`config.mk`:
```
export PLATFORM = sky130hd
export DESIGN_NAME = euler_totient_engine_unit
export DESIGN_NICKNAME = d
export VERILOG_FILES = /design/src/rtl/ete_pkg.sv /design/src/rtl/euler_totient_engine_unit.sv
export VERILOG_INCLUDE_DIRS = /design/src /design/src/rtl
export SDC_FILE = /design/constraint.sdc
export NUM_CORES = 2
export LEC_CHECK = 0
export BUFFER_PORTS_ARGS = -buffer_cell sky130_fd_sc_hd__buf_2
export CAP_MARGIN = 20
export CORE_MARGIN = 3
export CORE_UTILIZATION = 55
export CTS_BUF_LIST = sky130_fd_sc_hd__clkbuf_4
export CTS_CLUSTER_SIZE = 12
export DETAILED_ROUTE_END_ITERATION = 16
export HOLD_SLACK_MARGIN = 0.1
export PLACE_DENSITY_LB_ADDON = 0.1
export SYNTH_ARGS = -nofsm -noshare
export SYNTH_HDL_FRONTEND = slang
export SYNTH_SLANG_ARGS = --single-unit
```
`constraint.sdc`:
```
create_clock -name clk -period 12 [get_ports clk]
set_clock_uncertainty 0.15 [all_clocks]
set_input_delay 2.4 -clock clk [delete_from_list [all_inputs] [get_ports clk]]
set_output_delay 2.4 -clock clk [all_outputs]
set_load 0.05 [all_outputs]
```
`src/rtl/euler_totient_engine_unit_macros.svh`:
```
// ---------------------------------------------------------------------------
// euler_totient_engine_unit assertion macros
// Shared concurrent assertion forms, sampled on the rising clock edge and
// muted while reset is held.
// ---------------------------------------------------------------------------
`ifndef EULER_TOTIENT_ENGINE_UNIT_MACROS_SVH
`define EULER_TOTIENT_ENGINE_UNIT_MACROS_SVH

// Same-cycle implication.
`define ETE_ASSERT_SAME(label, clk, rst_n, ante, cons) \
  label: assert property (@(posedge clk) disable iff (!rst_n) (ante) |-> (cons)) \
    else $error("totient engine: same-cycle check failed");

// Next-cycle implication.
`define ETE_ASSERT_NEXT(label, clk, rst_n, ante, cons) \
  label: assert property (@(posedge clk) disable iff (!rst_n) (ante) |=> (cons)) \
    else $error("totient engine: next-cycle check failed");

`endif

```
`src/rtl/ete_pkg.sv`:
```
`timescale 1ns / 1ps
// ---------------------------------------------------------------------------
// ete_pkg
// Widths and sequencer state codes for the Euler totient engine.
// ---------------------------------------------------------------------------
package ete_pkg;

  localparam int VALUE_WIDTH = 32;
  localparam int DIV_WIDTH   = 17;                 // odd trial divisor
  localparam int SQ_WIDTH    = 2 * DIV_WIDTH;      // divisor squared
  localparam int CNT_WIDTH   = $clog2(VALUE_WIDTH);

  localparam logic [DIV_WIDTH-1:0] FIRST_DIVISOR = DIV_WIDTH'(3);
  localparam logic [SQ_WIDTH-1:0]  FIRST_SQUARE  = SQ_WIDTH'(9);

  typedef enum logic [6:0] {
    S_IDLE  = 7'b0000001,
    S_EVEN  = 7'b0000010,
    S_CHECK = 7'b0000100,
    S_DIV   = 7'b0001000,
    S_EVAL  = 7'b0010000,
    S_LAST  = 7'b0100000,
    S_DONE  = 7'b1000000
  } state_t;

endpackage

```
`src/rtl/euler_totient_engine_unit.sv`:
```
`timescale 1ns / 1ps
// ---------------------------------------------------------------------------
// euler_totient_engine_unit
// Euler totient of a 32-bit unsigned number by trial division.
// ---------------------------------------------------------------------------
// Pulse start with in_number while busy is low; the beat is taken on that
// edge and busy rises. When the work is done, out_valid is high for exactly
// one cycle with out_totient; there is no backpressure, so the receiver must
// take the beat in that cycle. busy falls on the cycle after the strobe.
// Processing time is data dependent and set by the bit-serial divider, which
// produces one quotient bit per cycle. Each odd candidate passes S_CHECK,
// a full division in S_DIV and S_EVAL; each prime factor found (with
// repeats) reruns S_DIV and S_EVAL before the same divisor is tried again.
// Zero is busy for a single cycle, the strobe cycle; a large prime near 2^32
// tries about 32768 candidates.
// ---------------------------------------------------------------------------
`include "euler_totient_engine_unit_macros.svh"

module euler_totient_engine_unit (
  input  logic                             clk,
  input  logic                             rst_n,
  input  logic                             start,
  output logic                             busy,
  input  logic [ete_pkg::VALUE_WIDTH-1:0]  in_number,
  output logic                             out_valid,
  output logic [ete_pkg::VALUE_WIDTH-1:0]  out_totient
);

  localparam int VW = ete_pkg::VALUE_WIDTH;
  localparam int DW = ete_pkg::DIV_WIDTH;
  localparam int SW = ete_pkg::SQ_WIDTH;
  localparam int CW = ete_pkg::CNT_WIDTH;

  // Sequencer and working registers.
  ete_pkg::state_t state_r, state_nxt;
  logic [VW-1:0]   rem_r, rem_nxt;       // cofactor still to factor
  logic [VW-1:0]   prod_r, prod_nxt;     // running totient product
  logic [DW-1:0]   div_r, div_nxt;       // current odd trial divisor
  logic [SW-1:0]   sq_r, sq_nxt;         // div_r squared, kept by adds
  logic            found_r, found_nxt;   // div_r already divided rem once
  // Shared divider: dividend shifts out as quotient shifts in.
  logic [VW-1:0]   quo_r, quo_nxt;
  logic [DW-1:0]   rmd_r, rmd_nxt;
  logic [CW-1:0]   cnt_r, cnt_nxt;

  // Divider step: one restoring subtract per cycle.
  logic [DW:0]     div_trial;
  logic            div_fits;
  logic [DW:0]     div_diff;
  assign div_trial = {rmd_r, quo_r[VW-1]};
  assign div_fits  = div_trial >= {1'b0, div_r};
  assign div_diff  = div_trial - {1'b0, div_r};

  // Shared multiplier: prod times (p-1), p or (rem-1); low half kept.
  logic [VW-1:0]   mul_b;
  logic [2*VW-1:0] mul_full;
  always_comb begin
    if (state_r == ete_pkg::S_LAST) begin
      mul_b = rem_r - VW'(1);
    end else if (found_r) begin
      mul_b = VW'(div_r);
    end else begin
      mul_b = VW'(div_r - DW'(1));
    end
  end
  assign mul_full = prod_r * mul_b;

  always_comb begin
    state_nxt = state_r;
    rem_nxt   = rem_r;
    prod_nxt  = prod_r;
    div_nxt   = div_r;
    sq_nxt    = sq_r;
    found_nxt = found_r;
    quo_nxt   = quo_r;
    rmd_nxt   = rmd_r;
    cnt_nxt   = cnt_r;
    unique case (state_r)
      ete_pkg::S_IDLE: begin
        if (start) begin
          div_nxt   = ete_pkg::FIRST_DIVISOR;
          sq_nxt    = ete_pkg::FIRST_SQUARE;
          found_nxt = 1'b0;
          prod_nxt  = VW'(1);
          if (in_number == '0) begin
            rem_nxt   = '0;
            div_nxt   = '0;
            prod_nxt  = '0;
            state_nxt = ete_pkg::S_DONE;
          end else if (!in_number[0]) begin
            // first factor of two contributes 1
            rem_nxt   = in_number >> 1;
            state_nxt = ete_pkg::S_EVEN;
          end else begin
            rem_nxt   = in_number;
            state_nxt = ete_pkg::S_CHECK;
          end
        end
      end
      ete_pkg::S_EVEN: begin
        if (!rem_r[0]) begin
          rem_nxt  = rem_r >> 1;
          prod_nxt = prod_r << 1;
        end else begin
          state_nxt = ete_pkg::S_CHECK;
        end
      end
      ete_pkg::S_CHECK: begin
        if (sq_r <= SW'(rem_r)) begin
          quo_nxt   = rem_r;
          rmd_nxt   = '0;
          cnt_nxt   = '0;
          state_nxt = ete_pkg::S_DIV;
        end else begin
          state_nxt = ete_pkg::S_LAST;
        end
      end
      ete_pkg::S_DIV: begin
        quo_nxt = {quo_r[VW-2:0], div_fits};
        rmd_nxt = div_fits ? div_diff[DW-1:0] : div_trial[DW-1:0];
        cnt_nxt = cnt_r + CW'(1);
        if (cnt_r == CW'(VW - 1)) begin
          state_nxt = ete_pkg::S_EVAL;
        end
      end
      ete_pkg::S_EVAL: begin
        if (rmd_r == '0) begin
          // divides: take the factor and try the same divisor again
          rem_nxt   = quo_r;
          prod_nxt  = mul_full[VW-1:0];
          found_nxt = 1'b1;
          rmd_nxt   = '0;
          cnt_nxt   = '0;
          state_nxt = ete_pkg::S_DIV;
        end else begin
          div_nxt   = div_r + DW'(2);
          sq_nxt    = sq_r + SW'({div_r, 2'b00}) + SW'(4);
          found_nxt = 1'b0;
          state_nxt = ete_pkg::S_CHECK;
        end
      end
      ete_pkg::S_LAST: begin
        if (rem_r > VW'(1)) begin
          prod_nxt = mul_full[VW-1:0];
        end
        state_nxt = ete_pkg::S_DONE;
      end
      ete_pkg::S_DONE: begin
        state_nxt = ete_pkg::S_IDLE;
      end
      default: begin
        state_nxt = ete_pkg::S_IDLE;
      end
    endcase
  end

  always_ff @(posedge clk) begin
    if (!rst_n) begin
      state_r <= ete_pkg::S_IDLE;
      rem_r   <= '0;
      prod_r  <= '0;
      div_r   <= '0;
      sq_r    <= '0;
      found_r <= 1'b0;
    end else begin
      state_r <= state_nxt;
      rem_r   <= rem_nxt;
      prod_r  <= prod_nxt;
      div_r   <= div_nxt;
      sq_r    <= sq_nxt;
      found_r <= found_nxt;
    end
  end

  // Divider datapath needs no reset.
  always_ff @(posedge clk) begin
    quo_r <= quo_nxt;
    rmd_r <= rmd_nxt;
    cnt_r <= cnt_nxt;
  end

  assign busy        = (state_r != ete_pkg::S_IDLE);
  assign out_valid   = (state_r == ete_pkg::S_DONE);
  assign out_totient = prod_r;

  // Checks.
  `ETE_ASSERT_NEXT(a_start_busy, clk, rst_n, start && !busy, busy)
  `ETE_ASSERT_NEXT(a_single_strobe, clk, rst_n, out_valid, !out_valid && !busy)
  `ETE_ASSERT_SAME(a_rmd_below_div, clk, rst_n, state_r == ete_pkg::S_DIV, rmd_r < div_r)
  `ETE_ASSERT_SAME(a_odd_divisor, clk, rst_n, state_r == ete_pkg::S_CHECK, div_r[0])

endmodule
```
==> parameters.txt <==
Parameter                              Value

Drt
  Wire length reported by the detailed router ... 82.9 mm
  Detailed Routing Iterations Pass 1 ... 5
  Via density ... 5.87
  Starting DRC count in detailed routing ... 1685
  Average wire per standard cell ... 21.8 um
  Routed Antenna Nets ... 0
  Vias after detailed routing ... 22300
  DRC violation count after routing ... 0

Timing
  Final hold violation count ... 0
  Worst rel slew slack ... 0.199
  Final Max Tran Viols ... 0
  Accumulated negative setup slack ... 0 ps
  Crit share post-route ... 0.817
  Achievable Freq ... 0.102 GHz
  Final critical-path required period ... 9800 ps
  RSZ-0062 raised after global routing ... false
  Total setup violations reported at the end of the flow ... 0
  Worst slew pin tran ... 1180 ps

Floorplan
  Top-Level Pins ... 69
  Die Outline Area ... 52400 sq um
  Starting density of the core ... 0.558
  Num rows ... 81
  Height of the die ... 229 um
  Die width ... 229 um
  Total core area ... 49000 sq um

Logic synthesis
  Average footprint of a synthesized cell ... 8.69 sq um
  Distinct cell type count of the synthesized netlist ... 80
  Part of the Yosys area used for sequential elements ... 0.149
  Synth Cell Area ... 27300 sq um
  Post-synth EDFFs ... 54
  Top flip-flop cell by instance count after synthesis ... sky130_fd_sc_hd__dfxtp_1
  Yosys Warn Count ... 0
  Net count of the mapped netlist ... 3801
  Proportion of register bits with asynchronous set or reset after synthesis ... 0
  Number of synthesized register bits ... 176
  Post-Syn Instances ... 3143

GRT
  Initial antenna violation count ... 3
  Overall routing resource usage ... 0.323
  Largest net degree at the start of global routing ... 64
  Leftover overflow at the end of global routing ... 0
  Number of global-route vias before repair ... 23400
  First-pass GRT wire length ... 131 mm

Critical path
  Standard cell with the maximum stage delay on the critical path ... sky130_fd_sc_hd__a21oi_2
  Crit path kind ... reg -> reg
  Crit path buf inv count ... 5
  Max incr delay on CP ... 760 ps
  Endpoint kind of the worst setup timing path ... register
  Largest fanout of any net on the critical path ... 18
  Nature of the critical path startpoint ... register
  Cell class contributing the biggest share of worst-path delay ... adder cells
  Critical path's most frequent cell ... sky130_fd_sc_hd__fa_1
  Signal arrival time at the worst endpoint ... 10380 ps
  Worst endpoint required time ... 12580 ps

Clock network
  CTS Root Buffer Type ... sky130_fd_sc_hd__clkbuf_4
  Maximum count of clock buffers along a single path ... 2
  Buffers inserted during post-CTS setup optimization ... 0
  Cts repair resizes ... 0
  TritonCTS Sinks ... 176
  CTS tree ... built
  Clock network latency to the later pin of the worst-skew pair ... 770 ps
  Total clock buffers created by CTS ... 17
  Clock transition at the registers of the reported paths ... 200 ps
  H-tree Lvls ... 4
  Hold-fix buffer count after cts ... 0

Place
  Global placer's final weighted congestion ... 0.931
  Final HPWL DP ... 63.0 mm
  IO Port Bufs ... 68
  Placed insts ... 3766

Layout
  Top library cells by usage in the layout, fill and taps aside ... sky130_fd_sc_hd__inv_1, sky130_fd_sc_hd__fa_1, sky130_fd_sc_hd__nand2_1
  Syn-to-layout area delta ... 5.42%
  Number of standard cells in the layout, taps in and fillers out ... 3801
  Layout Nets ... 3781
  Fraction of layout cells with a size suffix above 1 ... 0.0651
  Leading cell type in the layout, fill and taps excluded ... sky130_fd_sc_hd__inv_1

Worst hold path
  Hold crit path type ... reg -> reg

Status
  Outcome ... complete, no violations

Run
  # Max-Cap Violations ... 0
metrics by stage:
step           worst slack [ps]  utilization  hold WS, ps  cell area, sq um
6_report                   2200        0.588          357             28800
5_1_grt                    1630        0.588          376             28800
4_1_cts                    2310        0.587          353             28700
3_5_place_dp               2350        0.581          332             28400
3_3_place_gp               2580        0.580          320             28400
2_1_floorplan              3180            -          294             27300
area by class of cell:
class                           instances  area [sq um]
Fill cell                            4376         20200
Antenna cell                            1          2.50
Clock buffer                           18           135
Clock inverter                         14           194
Multi-Input combinational cell       2293         20800
Inverter                              506          1900
Sequential cell                       176          4060
Tap cell                              664           831
Timing Repair Buffer                  129           850
state kept, by name (all words and copies together), names as in the netlist:
name,count
cnt_r,5
div_r,17
found_r,1
out_totient,32
quo_r,32
rem_r,32
rmd_r,17
sq_r,33
state_r,7
cells by family (layout without fill, tap and decap cells):
family,Yosys count,in the layout,share of synthesized area
compound gates,396,396,0.0983
flops,176,176,0.149
buf+inv,674,667,0.0932
xor+xnor,161,161,0.0536
fa+ha+maj,623,623,0.398
simple gates,1060,1060,0.188
other cells,0,1,0
mux,53,53,0.0196
synthesized netlist by cell type (all sizes together), types with 56 or more instances:
| cell type | n | share of area |
|---|---|---|
| inv | 505 | 0.069 |
| fa | 410 | 0.30 |
| nand2 | 398 | 0.055 |
| ha | 213 | 0.098 |
| and2 | 209 | 0.048 |
| nor2 | 207 | 0.029 |
| clkbuf | 149 | 0.021 |
| xnor2 | 133 | 0.043 |
| dfxtp | 122 | 0.089 |
| o21ai | 95 | 0.017 |
| a21oi | 82 | 0.015 |
| a221oi | 56 | 0.018 |
metal layers:
metal / vias to the layer above / routed length [um] / GRT usage / part of all wire
li1: 10000 / - / - / -
met1: 11100 / 32800 / 0.408 / 0.40
met2: 941 / 38800 / 0.535 / 0.47
met3: 238 / 7030 / 0.0698 / 0.085
met4: 2 / 4170 / 0.148 / 0.050
met5: - / 10 / 0 / 0.00012
worst reg2reg max path, delay by kind of cell, from the launching register on:
| family | cells | cell delay (ps) |
|---|---|---|
| adders and majority gates | 10 | 3890 |
| DFF | 1 | 460 |
| AOI/OAI and AO/OA | 10 | 2920 |
| buffers and inverters | 5 | 820 |
| and+or+nand+nor | 7 | 1360 |
| xor gates and xnor gates | 1 | 190 |
final timing paths:
path	end	from	cells past startpoint	slack, ps
setup / recovery	out_totient[28]	rem_r[0]	33	2200
hold / removal	sq_r[0]	sq_r[0]	2	360
setup reg to reg	out_totient[28]	rem_r[0]	33	2200
hold reg to reg	sq_r[0]	sq_r[0]	2	360
Power is left out: the tool's default activity adds up to more than one toggle a clock period on the data nets, which glitch-free logic cannot reach.
